==> src/hw/rtl/lsps_pkg.sv <==
// lsps_pkg: shared widths, reset values, register codes and the stage struct
// for the line sensor pid steering block
// no dependencies
`timescale 1ns / 1ps

package lsps_pkg;

   localparam int SAMPLE_W   = 10;
   localparam int THRESH_W   = 10;
   localparam int GAIN_W     = 8;
   localparam int ERROR_W    = 3;
   localparam int DIFF_W     = 4;
   localparam int DRIVE_W    = 24;
   localparam int CSR_DATA_W = 32;
   localparam int CSR_ADDR_W = 4;

   localparam int DRIVE_MAX = 8388607;
   localparam int DRIVE_MIN = -8388608;

   localparam logic [THRESH_W-1:0] THRESH_RESET = 10'd500;
   localparam logic [GAIN_W-1:0]   GAIN_P_RESET = 8'd35;
   localparam logic [GAIN_W-1:0]   GAIN_I_RESET = 8'd15;
   localparam logic [GAIN_W-1:0]   GAIN_D_RESET = 8'd5;

   // register index, byte address is 4 times this
   typedef enum logic [1:0] {
      REG_LINE_THRESHOLD = 2'd0,
      REG_GAIN_P         = 2'd1,
      REG_GAIN_I         = 2'd2,
      REG_GAIN_D         = 2'd3
   } csr_index_type;

   // error mapping result for one sample set
   typedef struct packed {
      logic signed [ERROR_W-1:0] steer_error;
      logic                      all_off_line;
   } pattern_type;

endpackage

==> src/hw/rtl/lsps_req_if.sv <==
// lsps_req_if: input item channel, three raw sensor samples
// depends on lsps_pkg
`timescale 1ns / 1ps

interface lsps_req_if;
   logic                          valid;
   logic                          ready;
   logic [lsps_pkg::SAMPLE_W-1:0] left_sample;
   logic [lsps_pkg::SAMPLE_W-1:0] middle_sample;
   logic [lsps_pkg::SAMPLE_W-1:0] right_sample;

   modport source (output valid, output left_sample, output middle_sample,
                   output right_sample, input ready);
   modport sink   (input valid, input left_sample, input middle_sample,
                   input right_sample, output ready);
endinterface

==> src/hw/rtl/lsps_rsp_if.sv <==
// lsps_rsp_if: result item channel, drive value, error and all-off flag
// depends on lsps_pkg
`timescale 1ns / 1ps

interface lsps_rsp_if;
   logic                                valid;
   logic                                ready;
   logic signed [lsps_pkg::DRIVE_W-1:0] drive_value;
   logic signed [lsps_pkg::ERROR_W-1:0] steer_error;
   logic                                all_off_line;

   modport source (output valid, output drive_value, output steer_error,
                   output all_off_line, input ready);
   modport sink   (input valid, input drive_value, input steer_error,
                   input all_off_line, output ready);
endinterface

==> src/hw/rtl/line_sensor_pid_steering.sv <==
// line_sensor_pid_steering: three-sensor line detector with pid steering output
// depends on lsps_pkg, lsps_req_if, lsps_rsp_if
`timescale 1ns / 1ps
//
//   channel   | direction | handshake          | payload
//   ----------+-----------+--------------------+-------------------------------------
//   req_chan  | in        | valid/ready        | left, middle, right sample
//   rsp_chan  | out       | valid/ready        | drive value, steer error, all off
//   csr (apb) | in        | psel/penable/write | threshold, gain p, gain i, gain d
//
// one item per cycle sustained while the result sink keeps taking; three register stages
// (sample, error/sum, drive) carry each accepted item to the result register
// the integral product and the drive clamp set the stage c path
// reset (synchronous, high) clears pipeline valids, error sum and last error,
// and loads the register reset values
// a stalled result holds in the output register; stages behind it keep filling
// until each holds an item, then req ready drops

module line_sensor_pid_steering #(
   parameter int SUM_WIDTH   = 16,
   parameter int SAMPLE_BITS = 10
) (
   input  logic                             clock,
   input  logic                             reset,
   lsps_req_if.sink                         req_chan,
   lsps_rsp_if.source                       rsp_chan,
   input  logic                             psel,
   input  logic                             penable,
   input  logic                             pwrite,
   input  logic [lsps_pkg::CSR_ADDR_W-1:0]  paddr,
   input  logic [lsps_pkg::CSR_DATA_W-1:0]  pwdata,
   output logic [lsps_pkg::CSR_DATA_W-1:0]  prdata,
   output logic                             pready
);
   import lsps_pkg::*;

   // accumulator width for the drive sum, wide enough for all three products
   localparam int AW = (SUM_WIDTH + 11 > 26) ? SUM_WIDTH + 11 : 26;
   // only the low SAMPLE_BITS bits of a sample take part in the compare
   localparam int MASK_BITS = (SAMPLE_BITS < SAMPLE_W) ? SAMPLE_BITS : SAMPLE_W;
   localparam logic [SAMPLE_W-1:0] SAMPLE_MASK = SAMPLE_W'((64'd1 << MASK_BITS) - 64'd1);

   // ------------------------------------------------------------------
   // configuration registers
   // ------------------------------------------------------------------
   logic [THRESH_W-1:0] threshold_ff;
   logic [GAIN_W-1:0]   gain_p_ff;
   logic [GAIN_W-1:0]   gain_i_ff;
   logic [GAIN_W-1:0]   gain_d_ff;
   logic                csr_write;
   csr_index_type       csr_index;

   assign pready    = 1'b1;
   assign csr_write = psel & penable & pwrite;
   assign csr_index = csr_index_type'(paddr[3:2]);

   always_ff @(posedge clock) begin
      if (reset) begin
         threshold_ff <= THRESH_RESET;
         gain_p_ff    <= GAIN_P_RESET;
         gain_i_ff    <= GAIN_I_RESET;
         gain_d_ff    <= GAIN_D_RESET;
      end else if (csr_write) begin
         unique case (csr_index)
            REG_LINE_THRESHOLD: threshold_ff <= pwdata[THRESH_W-1:0];
            REG_GAIN_P:         gain_p_ff    <= pwdata[GAIN_W-1:0];
            REG_GAIN_I:         gain_i_ff    <= pwdata[GAIN_W-1:0];
            REG_GAIN_D:         gain_d_ff    <= pwdata[GAIN_W-1:0];
            default:            ;
         endcase
      end
   end

   // register read back
   always_comb begin
      unique case (csr_index)
         REG_LINE_THRESHOLD: prdata = CSR_DATA_W'(threshold_ff);
         REG_GAIN_P:         prdata = CSR_DATA_W'(gain_p_ff);
         REG_GAIN_I:         prdata = CSR_DATA_W'(gain_i_ff);
         REG_GAIN_D:         prdata = CSR_DATA_W'(gain_d_ff);
         default:            prdata = '0;
      endcase
   end

   // ------------------------------------------------------------------
   // pipeline flow control: a stage loads when it is empty or its item moves on
   // ------------------------------------------------------------------
   logic valid_a_ff, valid_b_ff, valid_c_ff;
   logic ready_a, ready_b, ready_c;
   logic load_a, load_b, load_c;

   assign ready_c = ~valid_c_ff | rsp_chan.ready;
   assign ready_b = ~valid_b_ff | ready_c;
   assign ready_a = ~valid_a_ff | ready_b;

   assign req_chan.ready = ready_a;
   assign load_a = req_chan.valid & ready_a;
   assign load_b = valid_a_ff & ready_b;
   assign load_c = valid_b_ff & ready_c;

   always_ff @(posedge clock) begin
      if (reset) begin
         valid_a_ff <= 1'b0;
         valid_b_ff <= 1'b0;
         valid_c_ff <= 1'b0;
      end else begin
         if (ready_a) valid_a_ff <= req_chan.valid;
         if (ready_b) valid_b_ff <= valid_a_ff;
         if (ready_c) valid_c_ff <= valid_b_ff;
      end
   end

   // ------------------------------------------------------------------
   // stage a: sample input register
   // ------------------------------------------------------------------
   logic [SAMPLE_W-1:0] left_a_ff, middle_a_ff, right_a_ff;

   always_ff @(posedge clock) begin
      if (load_a) begin
         left_a_ff   <= req_chan.left_sample;
         middle_a_ff <= req_chan.middle_sample;
         right_a_ff  <= req_chan.right_sample;
      end
   end

   // ------------------------------------------------------------------
   // stage b: line pattern, error, saturating integral, error change
   // ------------------------------------------------------------------
   logic                        on_left, on_middle, on_right;
   pattern_type                 pattern;
   logic signed [SUM_WIDTH:0]   sum_wide;
   logic signed [SUM_WIDTH-1:0] sum_in;
   logic signed [DIFF_W-1:0]    diff_in;

   logic signed [SUM_WIDTH-1:0] error_sum_ff;
   logic signed [ERROR_W-1:0]   prev_error_ff;

   logic signed [ERROR_W-1:0]   error_b_ff;
   logic signed [SUM_WIDTH-1:0] sum_b_ff;
   logic signed [DIFF_W-1:0]    diff_b_ff;
   logic                        off_b_ff;

   // on the line means strictly below the threshold
   assign on_left   = (left_a_ff   & SAMPLE_MASK) < threshold_ff;
   assign on_middle = (middle_a_ff & SAMPLE_MASK) < threshold_ff;
   assign on_right  = (right_a_ff  & SAMPLE_MASK) < threshold_ff;

   // left wins over right; middle only softens the error
   always_comb begin
      pattern.all_off_line = ~on_left & ~on_middle & ~on_right;
      if (on_left) begin
         pattern.steer_error = on_middle ? 3'sd1 : 3'sd2;
      end else if (on_right) begin
         pattern.steer_error = on_middle ? -3'sd1 : -3'sd2;
      end else begin
         pattern.steer_error = 3'sd0;
      end
   end

   // one extra bit catches overflow; clamp to the signed sum bounds
   always_comb begin
      sum_wide = (SUM_WIDTH + 1)'(error_sum_ff) + (SUM_WIDTH + 1)'(pattern.steer_error);
      if (sum_wide[SUM_WIDTH] != sum_wide[SUM_WIDTH-1]) begin
         sum_in = {sum_wide[SUM_WIDTH], {(SUM_WIDTH - 1){~sum_wide[SUM_WIDTH]}}};
      end else begin
         sum_in = sum_wide[SUM_WIDTH-1:0];
      end
   end

   assign diff_in = DIFF_W'(pattern.steer_error) - DIFF_W'(prev_error_ff);

   // controller state moves only as an item enters stage b
   always_ff @(posedge clock) begin
      if (reset) begin
         error_sum_ff  <= '0;
         prev_error_ff <= '0;
      end else if (load_b) begin
         error_sum_ff  <= sum_in;
         prev_error_ff <= pattern.steer_error;
      end
   end

   always_ff @(posedge clock) begin
      if (load_b) begin
         error_b_ff <= pattern.steer_error;
         sum_b_ff   <= sum_in;
         diff_b_ff  <= diff_in;
         off_b_ff   <= pattern.all_off_line;
      end
   end

   // ------------------------------------------------------------------
   // stage c: three gain products, sum, clamp to 24 bits
   // ------------------------------------------------------------------
   logic signed [GAIN_W:0]         gain_p_s, gain_i_s, gain_d_s;
   logic signed [GAIN_W+ERROR_W:0] prod_p;
   logic signed [GAIN_W+DIFF_W:0]  prod_d;
   logic signed [SUM_WIDTH+GAIN_W:0] prod_i;
   logic signed [AW-1:0]           drive_total;
   logic signed [DRIVE_W-1:0]      drive_in;

   logic signed [DRIVE_W-1:0]      drive_c_ff;
   logic signed [ERROR_W-1:0]      error_c_ff;
   logic                           off_c_ff;

   assign gain_p_s = signed'({1'b0, gain_p_ff});
   assign gain_i_s = signed'({1'b0, gain_i_ff});
   assign gain_d_s = signed'({1'b0, gain_d_ff});

   assign prod_p = gain_p_s * (GAIN_W + ERROR_W + 1)'(error_b_ff);
   assign prod_d = gain_d_s * (GAIN_W + DIFF_W + 1)'(diff_b_ff);
   assign prod_i = gain_i_s * (SUM_WIDTH + GAIN_W + 1)'(sum_b_ff);

   always_comb begin
      drive_total = AW'(prod_p) + AW'(prod_i) + AW'(prod_d);
      if (drive_total > AW'(DRIVE_MAX)) begin
         drive_in = DRIVE_W'(DRIVE_MAX);
      end else if (drive_total < AW'(DRIVE_MIN)) begin
         drive_in = DRIVE_W'(DRIVE_MIN);
      end else begin
         drive_in = drive_total[DRIVE_W-1:0];
      end
   end

   // result register, holds while the sink stalls
   always_ff @(posedge clock) begin
      if (load_c) begin
         drive_c_ff <= drive_in;
         error_c_ff <= error_b_ff;
         off_c_ff   <= off_b_ff;
      end
   end

   assign rsp_chan.valid        = valid_c_ff;
   assign rsp_chan.drive_value  = drive_c_ff;
   assign rsp_chan.steer_error  = error_c_ff;
   assign rsp_chan.all_off_line = off_c_ff;

   // ------------------------------------------------------------------
   // checks
   // ------------------------------------------------------------------
   // the integral moves only when an item enters stage b
   a_sum_holds: assert property (@(posedge clock) disable iff (reset)
      !load_b |=> $stable(error_sum_ff))
      else $error("error sum changed without an item");

   // last error tracks the item just loaded into stage b
   a_prev_tracks: assert property (@(posedge clock) disable iff (reset)
      load_b |=> (prev_error_ff == error_b_ff) && (error_sum_ff == sum_b_ff))
      else $error("controller state out of step with stage b");

   // steering error stays within -2..2
   a_error_range: assert property (@(posedge clock) disable iff (reset)
      valid_b_ff |-> (error_b_ff != 3'sd3) && (error_b_ff != -3'sd3)
                     && (error_b_ff != -3'sd4))
      else $error("steer error out of range");

   // no sensor on the line means zero error
   a_off_zero: assert property (@(posedge clock) disable iff (reset)
      (valid_b_ff && off_b_ff) |-> (error_b_ff == 3'sd0))
      else $error("all off with nonzero error");

   // a result that is not taken stays in the output register
   a_out_hold: assert property (@(posedge clock) disable iff (reset)
      (valid_c_ff && !rsp_chan.ready) |=> valid_c_ff && $stable(drive_c_ff))
      else $error("stalled result lost");

endmodule
==> src/flat_wrapper.sv <==
// flat-port wrapper written by rule: the top's interface ports become plain ports
module line_sensor_pid_steering_flat import lsps_pkg::*;
#(
   parameter int SUM_WIDTH   = 16,
   parameter int SAMPLE_BITS = 10
)
  (clock, reset, psel, penable, pwrite, paddr, pwdata, prdata, pready, req_chan_valid, req_chan_left_sample, req_chan_middle_sample, req_chan_right_sample, req_chan_ready, rsp_chan_valid, rsp_chan_drive_value, rsp_chan_steer_error, rsp_chan_all_off_line, rsp_chan_ready);
  lsps_req_if req_chan_i ();
  lsps_rsp_if rsp_chan_i ();
  input  logic clock;
  input  logic reset;
  input  logic psel;
  input  logic penable;
  input  logic pwrite;
  input  logic [lsps_pkg::CSR_ADDR_W-1:0] paddr;
  input  logic [lsps_pkg::CSR_DATA_W-1:0] pwdata;
  output logic [lsps_pkg::CSR_DATA_W-1:0] prdata;
  output logic pready;
  input wire logic [$bits(req_chan_i.valid)-1:0] req_chan_valid;
  input wire logic [$bits(req_chan_i.left_sample)-1:0] req_chan_left_sample;
  input wire logic [$bits(req_chan_i.middle_sample)-1:0] req_chan_middle_sample;
  input wire logic [$bits(req_chan_i.right_sample)-1:0] req_chan_right_sample;
  output wire logic [$bits(req_chan_i.ready)-1:0] req_chan_ready;
  output wire logic [$bits(rsp_chan_i.valid)-1:0] rsp_chan_valid;
  output wire logic [$bits(rsp_chan_i.drive_value)-1:0] rsp_chan_drive_value;
  output wire logic [$bits(rsp_chan_i.steer_error)-1:0] rsp_chan_steer_error;
  output wire logic [$bits(rsp_chan_i.all_off_line)-1:0] rsp_chan_all_off_line;
  input wire logic [$bits(rsp_chan_i.ready)-1:0] rsp_chan_ready;
  assign req_chan_i.valid = req_chan_valid;
  assign req_chan_i.left_sample = req_chan_left_sample;
  assign req_chan_i.middle_sample = req_chan_middle_sample;
  assign req_chan_i.right_sample = req_chan_right_sample;
  assign req_chan_ready = req_chan_i.ready;
  assign rsp_chan_valid = rsp_chan_i.valid;
  assign rsp_chan_drive_value = rsp_chan_i.drive_value;
  assign rsp_chan_steer_error = rsp_chan_i.steer_error;
  assign rsp_chan_all_off_line = rsp_chan_i.all_off_line;
  assign rsp_chan_i.ready = rsp_chan_ready;
  line_sensor_pid_steering #(.SUM_WIDTH(SUM_WIDTH), .SAMPLE_BITS(SAMPLE_BITS)) u_core (.clock(clock), .reset(reset), .req_chan(req_chan_i), .rsp_chan(rsp_chan_i), .psel(psel), .penable(penable), .pwrite(pwrite), .paddr(paddr), .pwdata(pwdata), .prdata(prdata), .pready(pready));
endmodule
==> config.mk <==
export PLATFORM = sky130hd
export DESIGN_NAME = line_sensor_pid_steering_flat
export DESIGN_NICKNAME = d
export VERILOG_FILES = /design/src/hw/rtl/lsps_pkg.sv /design/src/hw/rtl/lsps_req_if.sv /design/src/hw/rtl/lsps_rsp_if.sv /design/src/hw/rtl/line_sensor_pid_steering.sv /design/src/flat_wrapper.sv
export SDC_FILE = /design/constraint.sdc
export NUM_CORES = 1
export LEC_CHECK = 0
export ABC_AREA = 1
export BUFFER_PORTS_ARGS = -buffer_cell sky130_fd_sc_hd__buf_2
export CELL_PAD_IN_SITES_DETAIL_PLACEMENT = 1
export CELL_PAD_IN_SITES_GLOBAL_PLACEMENT = 1
export CORE_AREA = 2 2 198 200
export DETAILED_ROUTE_END_ITERATION = 6
export DIE_AREA = 0 0 200 202
export GPL_TIMING_DRIVEN = 0
export PLACE_DENSITY_LB_ADDON = 0.1
export SLEW_MARGIN = 15
export SYNTH_ARGS = -nofsm -noshare
export SYNTH_HDL_FRONTEND = slang
export SYNTH_SLANG_ARGS = --single-unit
export TNS_END_PERCENT = 1
==> constraint.sdc <==
create_clock -name clock -period 15 [get_ports clock]
set_input_delay 0.75 -clock clock [delete_from_list [all_inputs] [get_ports clock]]
set_output_delay 0.75 -clock clock [all_outputs]
set_load 0.02 [all_outputs]
Yosys cells after proc, flatten, opt, wreduce, memory -nomap -nowiden
Index checks and enable logic that the tools add are counted.
- logic and storage cells: 64
- latch bits: 0
- memories: 0
- memory bits (read-only): 0
- register bits after elaboration: 138
- memory bits (writable): 0
- input port bits: 73
- $add $sub $neg: 4
- divide/modulo/power cells: 0
- reduce and logical (&&, ||, !) cells: 5
- $mul: 3
- bitwise operators: 17
- equal/unequal tests: 4
- shift-type cells: 0
- muxes and demuxes: 7
- order comparisons: 5
- operators with widths (operator ; number):
    $pmux W32 S4 ; 1
    $lt A10 B10 Y1 ; 3
    $add A26 B13 Y27 ; 1
    $gt A27 B24 Y1 const B ; 1
    $lt A27 B24 Y1 const B ; 1
    $add A12 B25 Y26 ; 1
    $mul A9 B16 Y25 ; 1
    $mux W24 ; 1
    $add A16 B3 Y17 ; 1
    $mux W16 ; 1
    $mul A9 B4 Y13 ; 1
    $mul A9 B3 Y12 ; 1
    $reduce_and A2 Y1 ; 4
    $and A1 B1 Y1 ; 7
    $not A1 Y1 ; 7
    $mux W3 ; 2
    $eq A2 B2 Y1 const B ; 2
    $sub A3 B3 Y4 ; 1
    $or A1 B1 Y1 ; 3
    $eq A2 B1 Y1 const B ; 1
    $logic_not A2 Y1 ; 1
    $mux W2 ; 1
    $mux W1 ; 1
    $ne A1 B1 Y1 ; 1

Logic depth before layout (Yosys ltp)
Gate-level depths: netlist of run 1.
- depth after elaboration: 7
- gate-level depth with buffers: 30
- gate-level depth less buffers: 27

Worst setup path after synthesis of run 1
Ideal clock, no wire load.
- path type: reg2reg
- from: register u_core.gain_i_ff[1]
- to: register u_core.drive_c_ff[21] (netlist: u_core.rsp_chan.drive_value[21]), data pin
- clock period less this slack: 5.851 ns
- library setup time: 0.252 ns
- path slack: 9.149 ns
- buffers on the path: 3
- stages on the path, launching flop included: 29
- arrival time: 5.599 ns
- cells stage by stage: dfxtp_1 > clkbuf_1 > clkbuf_1 > nand2_1 > fa_1 > inv_1 > fa_1 > inv_1 > fa_1 > inv_1 > fa_1 > fa_1 > inv_1 > fa_1 > inv_1 > ha_1 > nand2_1 > inv_1 > a21oi_1 > nand2_1 > nand2_1 > nand3_1 > nand2_1 > nand2_2 > nor2_1 > nand2_2 > nand2_4 > buf_8 > nand2_1
- longest elaborated chain between the ends: 5
- RTL lines (element ; RTL line ; text):
    start: declaration ; line_sensor_pid_steering.sv:48 ; logic [GAIN_W-1:0] gain_i_ff;
    start signal: assignment ; line_sensor_pid_steering.sv:67 ; REG_GAIN_I: gain_i_ff <= pwdata[GAIN_W-1:0];
    $mul A9 B16 Y25 (*) ; line_sensor_pid_steering.sv:212 ; assign prod_i = gain_i_s * (SUM_WIDTH + GAIN_W + 1)'(sum_b_ff);
    $add A12 B25 Y26 (*) ; line_sensor_pid_steering.sv:215 ; drive_total = AW'(prod_p) + AW'(prod_i) + AW'(prod_d);
    $add A26 B13 Y27 (*) ; line_sensor_pid_steering.sv:215 ;
    $lt A27 B24 Y1 ; line_sensor_pid_steering.sv:218 ; end else if (drive_total < AW'(DRIVE_MIN)) begin
    $mux W24 ; line_sensor_pid_steering.sv:218 ;
    end signal: assignment ; line_sensor_pid_steering.sv:228 ; drive_c_ff <= drive_in;
    end: declaration ; line_sensor_pid_steering.sv:202 ; logic signed [DRIVE_W-1:0] drive_c_ff;
Mark *: on every way between the ends. The rest lies on a longest branch, timed or not.
A chain may end at the register's enable or synchronous reset.

Worst setup path in the final report of run 1
- from: register u_core.gain_i_ff[3]
- to: register u_core.drive_c_ff[6] (netlist: u_core.rsp_chan.drive_value[6]), data pin
Same word-level chain as after synthesis.

==> reports/results.ini, run 1 <==
[clock_tree]
clockBufferDepth = 2
cts.htree.levels = 4
insertion_delay_ps = 450
ctsHoldBuffers = 0
clock_edge_transition_at_the_registers_on_the_reported_setup_and_hold_paths_ps = 70
clock-root-buffer = sky130_fd_sc_hd__clkbuf_16
cts.sinks = 138
post-cts-setup-buffer-count = 0
cts_tree = built
numCtsBuffers = 17
cts_resized = 0

[synthesis]
post_synth.cell_area_avg_sq_um = 8.13
post-synth-top-area-fraction_pct = 25.4
synth_top_area_cell = sky130_fd_sc_hd__fa_1
synth-main-ff-cell = sky130_fd_sc_hd__edfxtp_1
synth.cell_area_sq_mm = 0.0152
synth-edff-count = 82
seq_area_frac_synth_pct = 23.6
synth_register_bits = 138
async_reset_ff_share_pct = 0
synth.yosys.warnings = 0
post_synth_num_cell_types = 42
synth_cells = 1870
synthTopCellsByArea = sky130_fd_sc_hd__fa_1 (25%), sky130_fd_sc_hd__edfxtp_1 (16%), sky130_fd_sc_hd__nand2_1 (12%), sky130_fd_sc_hd__inv_1 (11%), sky130_fd_sc_hd__ha_1 (11%)

[critical_path]
cp_data_arrival_time_ps = 6890
crit_path_start_kind = flop
worst_ep_required_time_ps = 15180
cp.buffers_inverters = 7
crit_fanout = 10
critical-path-top-delay-family = adder cells
worst_path_max_delay_cell = sky130_fd_sc_hd__fa_1
cp_cell_sequence = clkbuf_1, clkbuf_1, nand2_1, fa_1, inv_1, fa_1, fa_1, fa_1, fa_1, inv_1, fa_1, inv_1, ha_1, nand2_1, nand2_1, a31oi_1, nand3_2, nand2_1, nand3_1, nand2_4, inv_2, nand2_4, buf_8, nand2_1
timing_worst_setup_path_type = flop to flop
end_kind = flop
library_cell_appearing_most_often_on_the_critical_path = sky130_fd_sc_hd__fa_1
critPathMaxStageDelay_ps = 550

[timing]
clock.fmax_mhz = 149
period_minus_slack_ps = 6710
drv_slew = 0
timing.clock.skew_ps = 20.9
finalCritPeriodShare_pct = 44.7
tightestPinTransition_ps = 1110
setup_repair_after_global_routing_missed_its_margin = false
max-slew-margin-rel_pct = 26.1
finalHoldViolations = 0
final_setup_tns_ps = 0
setup_viol = 0

[die]
initial_core_util_pct = 39.7
die_y_um = 202
dieArea_sq_mm = 0.0404
io-pin-count = 136
placeableCoreArea_sq_mm = 0.0383
core.rowCount = 72
floorplan.die.width_um = 200

[global_routing]
gr-max-usage-layer = met2
grt_resource_usage_total_pct = 20.1
global_route.overflow_total = 0
global_route_wire_length_before_repair_mm = 63.6
number_of_global_route_vias_before_repair = 12700
grt_max_degree = 34
grt.met1_usage_pct = 26.4
antenna_found_initial = 0
use_met2_pct = 34.6
grt.met3_usage_pct = 2.72

[drt]
drt_pass1_iterations = 4
ant_nets = 0
detail_route.drc_violations = 0
drtIter0Drc = 422
route.detailed.vias_per_inst = 4.61
total_number_of_vias = 11700
wire_length_per_cell_um = 14.8
postRouteWirelength_mm = 37.5

[final_layout]
most_frequent_cells_in_the_layout = sky130_fd_sc_hd__nand2_1 (478), sky130_fd_sc_hd__inv_1 (446), sky130_fd_sc_hd__fa_1 (193)
layout.cells.most_common = sky130_fd_sc_hd__nand2_1
nFillCells = 4724
share_of_cells_above_drive_strength_1_pct = 10.6
area_growth_pct = 11.6
layout.nets = 2395
register_area_sq_mm = 0.00358
num_antenna_cells = 0
multi_input_comb_area_sq_mm = 0.00959

[placed_design]
portBuffers = 88
hpwl_mm = 32.4
replace_congestion = 0.846

[min_path]
holdCritPathClass = flop to flop

[flow_run]
max_cap_viol_count = 0

[outcome]
outcome = finished clean

cells in the mapped netlist, drive strengths merged, types with 2 or more instances:
library cell,n
a221oi,3
o21ai,37
clkinv,2
edfxtp,82
clkbuf,30
conb,2
xor2,28
nand3,57
o211ai,9
inv,450
a21o,3
nor2,117
nand2,511
xnor2,7
or2,5
a31oi,3
ha,129
o2111ai,3
dfxtp,56
o21bai,3
a22oi,3
a21oi,65
nand4,8
buf,47
o21a,6
fa,193
nor3,10
flip-flops by register name, summed over array words and instances (netlist names), 10 cells and up:
name,cells
u_core.rsp_chan.drive_value,24
u_core.error_sum_ff,16
u_core.sum_b_ff,16
u_core.left_a_ff,10
u_core.middle_a_ff,10
u_core.right_a_ff,10
u_core.threshold_ff,10
layout make-up:
| class | instances | area share (%) |
|---|---|---|
| Buffer | 77 | 2.54 |
| Timing Repair Buffer | 89 | 2.71 |
| Inverter | 452 | 10.0 |
| Clock buffer | 20 | 2.76 |
| Multi-Input combinational cell | 1225 | 56.5 |
| Tap cell | 518 | 3.82 |
| Clock inverter | 12 | 0.575 |
| Sequential cell | 138 | 21.1 |
worst register-to-register path: stages (launching register included):
cell	delay, ps
sky130_fd_sc_hd__dfxtp_1	320
sky130_fd_sc_hd__clkbuf_1	490
sky130_fd_sc_hd__clkbuf_1	430
sky130_fd_sc_hd__nand2_1	150
sky130_fd_sc_hd__fa_1	550
sky130_fd_sc_hd__inv_1	60
sky130_fd_sc_hd__fa_1	500
sky130_fd_sc_hd__fa_1	520
sky130_fd_sc_hd__fa_1	520
sky130_fd_sc_hd__fa_1	540
sky130_fd_sc_hd__inv_1	60
sky130_fd_sc_hd__fa_1	540
sky130_fd_sc_hd__inv_1	50
sky130_fd_sc_hd__ha_1	380
sky130_fd_sc_hd__nand2_1	100
sky130_fd_sc_hd__nand2_1	80
sky130_fd_sc_hd__a31oi_1	250
sky130_fd_sc_hd__nand3_2	170
sky130_fd_sc_hd__nand2_1	130
sky130_fd_sc_hd__nand3_1	130
sky130_fd_sc_hd__nand2_4	120
sky130_fd_sc_hd__inv_2	50
sky130_fd_sc_hd__nand2_4	120
sky130_fd_sc_hd__buf_8	150
sky130_fd_sc_hd__nand2_1	70
per-layer routing:
metal,up-vias,wire length [um]
met3,31,1300
met5,-,0
met4,0,689
met1,5670,17400
li1,5817,-
met2,153,18200
kinds of logic after synthesis:
group	Yosys count	synth area share, %
other	2	0.0494
AO/OA/AOI/OAI	136	5.14
buffers and inverters	529	14.0
XOR/XNOR	35	2.02
flip-flops	138	23.6
AND/OR/NAND/NOR	708	19.2
adder cells (fa/ha/maj)	322	36.0
metrics by stage:
| stage | area [sq um] | instances | worst slack, ps | util (%) | hold slack, ps |
|---|---|---|---|---|---|
| finish | 17000 | 2531 | 8290 | 44.3 | 430 |
| global route | 17000 | 2531 | 7860 | 44.3 | 437 |
| CTS | 17000 | 2531 | 8200 | 44.3 | 429 |
| detailed placement | 16400 | 2499 | 8250 | 42.9 | 413 |
| global placement | 16400 | 2498 | 8320 | 42.8 | 407 |
| floorplan | 15300 | 1892 | 9150 | - | 400 |
path summary, 6_finish.rpt:
kind,startpoint,endpoint,slack [ps],depth (start not counted)
setup / recovery,u_core.gain_i_ff[3],u_core.rsp_chan.drive_value[6],8290,24
hold / removal,u_core.off_b_ff,u_core.rsp_chan.all_off_line,430,0
setup reg to reg,u_core.gain_i_ff[3],u_core.rsp_chan.drive_value[6],8290,24
hold reg to reg,u_core.off_b_ff,u_core.rsp_chan.all_off_line,430,0
Power of run 1 is left out: the tool's default activity adds up to more than one toggle a clock period on the data nets, which glitch-free logic cannot reach.
==> run 2, diff against run 1 <==
--- a/config.mk
+++ b/config.mk
@@ -5,13 +5,13 @@
 export SDC_FILE = /design/constraint.sdc
 export NUM_CORES = 1
 export LEC_CHECK = 0
-export ABC_AREA = 1
+export ABC_AREA = 0
 export BUFFER_PORTS_ARGS = -buffer_cell sky130_fd_sc_hd__buf_2
 export CELL_PAD_IN_SITES_DETAIL_PLACEMENT = 1
 export CELL_PAD_IN_SITES_GLOBAL_PLACEMENT = 1
-export CORE_AREA = 2 2 198 200
+export CORE_AREA = 2 2 194 196
 export DETAILED_ROUTE_END_ITERATION = 6
-export DIE_AREA = 0 0 200 202
+export DIE_AREA = 0 0 196 198
 export GPL_TIMING_DRIVEN = 0
 export PLACE_DENSITY_LB_ADDON = 0.1
 export SLEW_MARGIN = 15
==> constraint.sdc (replaced) <==
create_clock -name clock -period 5.6 [get_ports clock]
set_input_delay 0.28 -clock clock [delete_from_list [all_inputs] [get_ports clock]]
set_output_delay 0.28 -clock clock [all_outputs]
set_load 0.02 [all_outputs]
==> run 2 against run 1 <==
The run now ends with setup timing left. Maximum frequency up 6.6%. Setup slack worse by 9000 ps. Sequential share of layout area down 0.59 points. Non-clock buffer count up 55. Flip-flop and latch count unchanged. Area after synthesis down 4.3%. Wire length down 2.6%. Cell area up 3.1%. Global-route usage down 0.062 points. Utilization up 3.0 points. Via count down 9.7%. Largest cell class unchanged.
==> reports/results.ini, run 2 <==
[outcome]
outcome = finished, violations left
failed_checks = setup timing

[min_path]
worstHoldStart = req_chan_middle_sample[5]
hold-path-cell-count = 1  ; +1
hold_crit_endpoint = u_core.middle_a_ff[5]
holdCritPathClass = input port to flop

[flow_run]
max_cap_viol_count = 0  ; unchanged

[die]
die_y_um = 198  ; -2.0%
core.rowCount = 71  ; -1.4%
placeableCoreArea_sq_mm = 0.0370  ; -3.5%
floorplan.die.width_um = 196  ; -2.0%
dieArea_sq_mm = 0.0388  ; -3.9%
initial_core_util_pct = 39.4  ; -0.32 points
io-pin-count = 136  ; unchanged

[critical_path]
end_kind = flop
crit_fanout = 6  ; -4
critPathMaxStageDelay_ps = 510  ; -40 ps
cp_data_arrival_time_ps = 6480  ; -410 ps
library_cell_appearing_most_often_on_the_critical_path = sky130_fd_sc_hd__fa_1
timing.reg2reg.worst_path_depth = 25  ; +4.2%
reg2reg_from = u_core.diff_b_ff[3]
cp.buffers_inverters = 9  ; +2
worst_ep_required_time_ps = 5790  ; -9390 ps
critical-path-top-delay-family = adder cells
worst_path_max_delay_cell = sky130_fd_sc_hd__edfxtp_1
crit_path_start_kind = flop
timing_worst_setup_path_type = flop to flop
rr_endpoint = u_core.rsp_chan.drive_value[22]
reg2reg_slack_ps = -690  ; -8980 ps

[timing]
finalHoldViolations = 0  ; unchanged
tightestPinTransition_ps = 1080  ; -28.3 ps
drv_slew = 0  ; unchanged
final_setup_tns_ps = -15380  ; -15,380 ps
final.setup.worst_slack_ps = -688  ; -8980 ps
clock.fmax_mhz = 159  ; +6.6%
max-slew-margin-rel_pct = 27.5  ; +1.4 points
finalCritPeriodShare_pct = 112  ; +68 points
setup_repair_after_global_routing_missed_its_margin = true
setup_viol = 24  ; +24
period_minus_slack_ps = 6290  ; -417 ps
timing.clock.skew_ps = 10.4  ; -10.5 ps

[drt]
drtIter0Drc = 371  ; -12%
total_number_of_vias = 10500  ; -9.7%
drt_pass1_iterations = 4  ; unchanged
ant_nets = 0  ; unchanged
wire_length_per_cell_um = 16.9  ; +14%
postRouteWirelength_mm = 36.6  ; -2.6%
detail_route.drc_violations = 0  ; unchanged
route.detailed.vias_per_inst = 4.87  ; +5.6%

[synthesis]
synth-main-ff-cell = sky130_fd_sc_hd__edfxtp_1
synth_cells = 1478  ; -21%
synth_most_common_cell = sky130_fd_sc_hd__inv_1
post_synth.cell_area_avg_sq_um = 9.85  ; +21%
seq_area_frac_synth_pct = 24.6  ; +1.0 points
synth.yosys.warnings = 0  ; unchanged
synth_register_bits = 138  ; unchanged
post_synth_num_cell_types = 74  ; +76%
post-synth-top-area-fraction_pct = 26.5  ; +1.1 points
synthTopCellsByArea = sky130_fd_sc_hd__fa_1 (27%), sky130_fd_sc_hd__edfxtp_1 (17%), sky130_fd_sc_hd__ha_1 (11%), sky130_fd_sc_hd__dfxtp_1 (7.7%), sky130_fd_sc_hd__inv_1 (7.3%)
synth.cell_area_sq_mm = 0.0146  ; -4.3%
synth_top_area_cell = sky130_fd_sc_hd__fa_1
async_reset_ff_share_pct = 0  ; unchanged
post_synth_most_frequent_cells = sky130_fd_sc_hd__inv_1 (285), sky130_fd_sc_hd__fa_1 (193), sky130_fd_sc_hd__nand2_1 (158)
synth-edff-count = 82  ; unchanged

[final_layout]
register_area_sq_mm = 0.00359  ; +0.17%
share_of_cells_above_drive_strength_1_pct = 18.2  ; +7.6 points
multi_input_comb_area_sq_mm = 0.00995  ; +3.8%
area_growth_pct = 20.2
most_frequent_cells_in_the_layout = sky130_fd_sc_hd__inv_1 (275), sky130_fd_sc_hd__fa_1 (189), sky130_fd_sc_hd__nand2_1 (154)
layout.cells.most_common = sky130_fd_sc_hd__inv_1
largest_register_ffs = 24  ; unchanged
layout.nets = 2070  ; -14%
stdcell_area_sq_mm = 0.0175  ; +3.1%
nFillCells = 4161  ; -12%

[placed_design]
dp_slack_ps = -1270  ; -9520 ps
postPlaceCellArea_sq_mm = 0.0160  ; -2.4%
hpwl_mm = 29.6  ; -8.5%
portBuffers = 86  ; -2.3%
replace_congestion = 0.806  ; -4.7%

[clock_tree]
insertion_delay_ps = 450  ; about the same
clock-root-buffer = sky130_fd_sc_hd__clkbuf_16
cts.sinks = 138  ; unchanged
clock_edge_transition_at_the_registers_on_the_reported_setup_and_hold_paths_ps = 70  ; about the same
numCtsBuffers = 17  ; unchanged
cts_tree = built
clockBufferDepth = 2  ; unchanged
cts.htree.levels = 4  ; unchanged

[global_routing]
antenna_found_initial = 1  ; +1
global_route.overflow_total = 0  ; unchanged
grt_resource_usage_total_pct = 20.0  ; -0.062 points
grt_max_degree = 34  ; unchanged
number_of_global_route_vias_before_repair = 11600  ; -9.0%
global_route_wire_length_before_repair_mm = 60.6  ; -4.7%

==> run 2: worst max-delay path by stage <==
stage	start	end	depth (start not counted)
global route	u_core.diff_b_ff[3]	u_core.rsp_chan.drive_value[22]	25
global placement	u_core.error_b_ff[2]	u_core.rsp_chan.drive_value[21]	20
CTS	u_core.diff_b_ff[3]	u_core.rsp_chan.drive_value[19]	24
detailed placement	u_core.error_b_ff[2]	u_core.rsp_chan.drive_value[15]	20
floorplan	u_core.diff_b_ff[1]	u_core.rsp_chan.drive_value[22]	21
finish	u_core.diff_b_ff[3]	u_core.rsp_chan.drive_value[22]	25
==> run 2: cell families (layout without fill, tap and decap cells) <==
group / after synthesis / in the layout / share of synthesized area [%]
flip-flops: 138 / 138 / 24.6
XOR/XNOR: 40 / 40 / 2.46
multiplexers: 24 / 24 / 2.34
buffers and inverters: 351 / 539 / 9.87
other: 2 / 25 / 0.0516
AO/OA/AOI/OAI: 222 / 222 / 10.2
AND/OR/NAND/NOR: 370 / 370 / 12.2
adder cells (fa/ha/maj): 331 / 331 / 38.2
==> run 2: cell type report <==
| cell class | count | share of cell area [%] |
|---|---|---|
| inverters | 286 | 6.15 |
| flip-flops and latches | 138 | 20.5 |
| well taps | 474 | 3.39 |
| clock inverters | 13 | 0.672 |
| multi-input cells | 1011 | 56.9 |
| diodes | 1 | 0.0143 |
| repair buffers | 158 | 6.57 |
| clock buffers | 19 | 2.72 |
| plain buffers | 63 | 3.08 |
==> run 2: routing by layer <==
metal  track usage (%)  share of wire [%]
met5                 0                  0
met4              4.99                1.6
met3              2.49                2.4
met2              35.7                 50
met1              25.8                 46
==> run 2: metrics by stage <==
stage          instances  hold slack (ps)  util (%)
2_1_floorplan       1500              379         -
3_3_place_gp        2060              404      43.1
3_5_place_dp        2063              405      43.3
4_1_cts             2145            0.429      46.5
5_1_grt             2162             3.48      47.3
6_report            2163             18.4      47.3
==> run 2: what timing repair did <==
action	in CTS	in global routing
setup buffers	23	17
hold buffers	26	0
hold endpoints to repair	26	0
pin swaps	15	25
cloned	2	1
endpoints found under the setup margin	24	42
resized for setup	34	45
Power of run 2 is left out for the same reason.
==> run 3, diff against run 2 <==
--- a/config.mk
+++ b/config.mk
@@ -5,13 +5,13 @@
 export SDC_FILE = /design/constraint.sdc
 export NUM_CORES = 1
 export LEC_CHECK = 0
-export ABC_AREA = 0
+export ABC_AREA = 1
 export BUFFER_PORTS_ARGS = -buffer_cell sky130_fd_sc_hd__buf_2
 export CELL_PAD_IN_SITES_DETAIL_PLACEMENT = 1
 export CELL_PAD_IN_SITES_GLOBAL_PLACEMENT = 1
-export CORE_AREA = 2 2 194 196
+export CORE_AREA = 2 2 198 200
 export DETAILED_ROUTE_END_ITERATION = 6
-export DIE_AREA = 0 0 196 198
+export DIE_AREA = 0 0 200 202
 export GPL_TIMING_DRIVEN = 0
 export PLACE_DENSITY_LB_ADDON = 0.1
 export SLEW_MARGIN = 15
==> run 3 against run 2 <==
Non-clock buffer count increased by 1. Count of clock-buffer cells in the layout decreased by 2. Utilization increased by 0.31 points. The flow still finishes with violations (setup timing). Worst hold slack improved by 2.3 ps. Die area increased by 4.1%. First-iteration DRC count decreased by 20%. Flip-flop and latch count unchanged. Critical path depth increased by 2. Setup slack improved by 430 ps. Maximum frequency increased by 7.3%. Via count increased by 13%.
==> reports/results.ini, run 3 (synthesis gave the netlist of run 1 again) <==
[outcome]
outcome = finished, violations left
failed_checks = setup timing

[clock_tree]
cts_tree = built
cts.sinks = 138  ; unchanged
cts.htree.levels = 4  ; unchanged
clock_edge_transition_at_the_registers_on_the_reported_setup_and_hold_paths_ps = 70  ; about the same
insertion_delay_ps = 440  ; about the same
clock-root-buffer = sky130_fd_sc_hd__clkbuf_16
numCtsBuffers = 17  ; unchanged
clockBufferDepth = 2  ; unchanged

[critical_path]
crit_fanout = 5  ; -1
critPathMaxStageDelay_ps = 580  ; +70 ps
cp_data_arrival_time_ps = 6050  ; -430 ps
crit_path_start_kind = flop
timing_worst_setup_path_type = flop to flop
end_kind = flop
cp.buffers_inverters = 8  ; -1
worst_ep_required_time_ps = 5790  ; about the same
worst_path_max_delay_cell = sky130_fd_sc_hd__fa_2
critical-path-top-delay-family = adder cells

[timing]
setup_repair_after_global_routing_missed_its_margin = true
final.setup.worst_slack_ps = -261  ; +427 ps
period_minus_slack_ps = 5860  ; -427 ps
drv_slew = 0  ; unchanged
setup_viol = 23  ; -4.2%
timing.clock.skew_ps = 9.14  ; -1.25 ps
max-slew-margin-rel_pct = 29.2  ; +1.6 points
finalHoldWorstSlack_ps = 20.7  ; +2.28 ps
finalCritPeriodShare_pct = 105  ; -7.6 points
finalHoldViolations = 0  ; unchanged
tightestPinTransition_ps = 1060  ; -22.7 ps
clock.fmax_mhz = 171  ; +7.3%

[drt]
drtIter0Drc = 295  ; -20%
postRouteWirelength_mm = 40.4  ; +10%
wire_length_per_cell_um = 15.6  ; -7.7%
detail_route.drc_violations = 0  ; unchanged
total_number_of_vias = 12000  ; +13%
route.detailed.vias_per_inst = 4.62  ; -5.1%
drt_pass1_iterations = 5  ; +1
ant_nets = 0  ; unchanged

[final_layout]
area_growth_pct = 20.0
stdcell_area_sq_mm = 0.0182  ; +4.3%
most_frequent_cells_in_the_layout = sky130_fd_sc_hd__nand2_1 (444), sky130_fd_sc_hd__inv_1 (432), sky130_fd_sc_hd__fa_1 (188)
finish.cell_count_without_fillers = 2587  ; +20%
num_antenna_cells = 0  ; -1
share_of_cells_above_drive_strength_1_pct = 18.0  ; -0.22 points
largest_register_ffs = 24  ; unchanged
layout.nets = 2451  ; +18%
layout.cells.most_common = sky130_fd_sc_hd__nand2_1

[flow_run]
max_cap_viol_count = 0  ; unchanged

[global_routing]
global_route_wire_length_before_repair_mm = 66.6  ; +9.9%
antenna_found_initial = 0  ; -1
global_route.overflow_total = 0  ; unchanged
number_of_global_route_vias_before_repair = 13300  ; +14%
grt_resource_usage_total_pct = 21.1  ; +1.1 points
grt_max_degree = 34  ; unchanged

[placed_design]
portBuffers = 88  ; +2.3%
replace_congestion = 0.832  ; +3.2%
numPlacedInstances = 2499  ; +21%
dp_slack_ps = -937  ; +332 ps
hpwl_mm = 33.0  ; +11%
postPlaceCellArea_sq_mm = 0.0165  ; +2.8%

[die]
io-pin-count = 136  ; unchanged
placeableCoreArea_sq_mm = 0.0383  ; +3.6%
floorplan.die.width_um = 200  ; +2.0%
die_y_um = 202  ; +2.0%
initial_core_util_pct = 39.7  ; +0.32 points
core.rowCount = 72  ; +1.4%
dieArea_sq_mm = 0.0404  ; +4.1%

[min_path]
holdCritPathClass = input port to flop

==> run 3: cell count changes in the layout (fill, tap and decap cells not counted), sizes merged, moves of 14 or more <==
cell	change
xnor2	-14
nand2b	-20
o21ai	-24
nor2b	-15
nand2	+353
nor2	+57
inv	+160
a21o	-29
nand3	+43
and2	-71
a211o	-20
mux2i	-16
==> run 3: worst paths after layout <==
path	startpoint	to	slack (ps)	depth (start not counted)
max reg2reg	u_core.diff_b_ff[1]	u_core.rsp_chan.drive_value[15]	-260	27
min reg2reg	u_core.off_b_ff	u_core.rsp_chan.all_off_line	470	0
min	req_chan_middle_sample[2]	u_core.middle_a_ff[2]	20	1
max	u_core.diff_b_ff[1]	u_core.rsp_chan.drive_value[15]	-260	27
==> run 3: per-stage QoR <==
stage | TNS, ps | utilization (%)
after global routing | -9920 | 47.7
after floorplan | 0 | -
after CTS | -4140 | 47.3
after detailed placement | -21230 | 43.0
final | -5440 | 47.7
after global placement | -19650 | 42.9
==> run 3: metal layers <==
metal | vias to the layer above | global-route usage (%) | routed length (um)
li1 | 5943 | - | -
met1 | 5833 | 25.4 | 17400
met2 | 147 | 39.3 | 21000
met3 | 34 | 2.90 | 1230
met4 | 0 | 5.16 | 716
met5 | - | 0 | 0
==> run 3: timing repair <==
item | 4_1_cts | 5_1_grt
buffers inserted | 39 | 10
gates cloned | 1 | 0
pin swaps | 61 | 36
hold buffers | 24 | 0
gates resized for setup | 123 | 26
setup endpoints to repair | 24 | 23
hold endpoints to repair | 24 | 0
==> run 3: layout make-up <==
type,count,area [sq um]
Inverter,452,1710
Buffer,59,532
Timing Repair Buffer,163,1150
Clock buffer,17,425
Clock inverter,15,163
Sequential cell,138,3590
Multi-Input combinational cell,1225,10000
Tap cell,518,648
Fill cell,4575,20000
Power of run 3 is left out for the same reason.
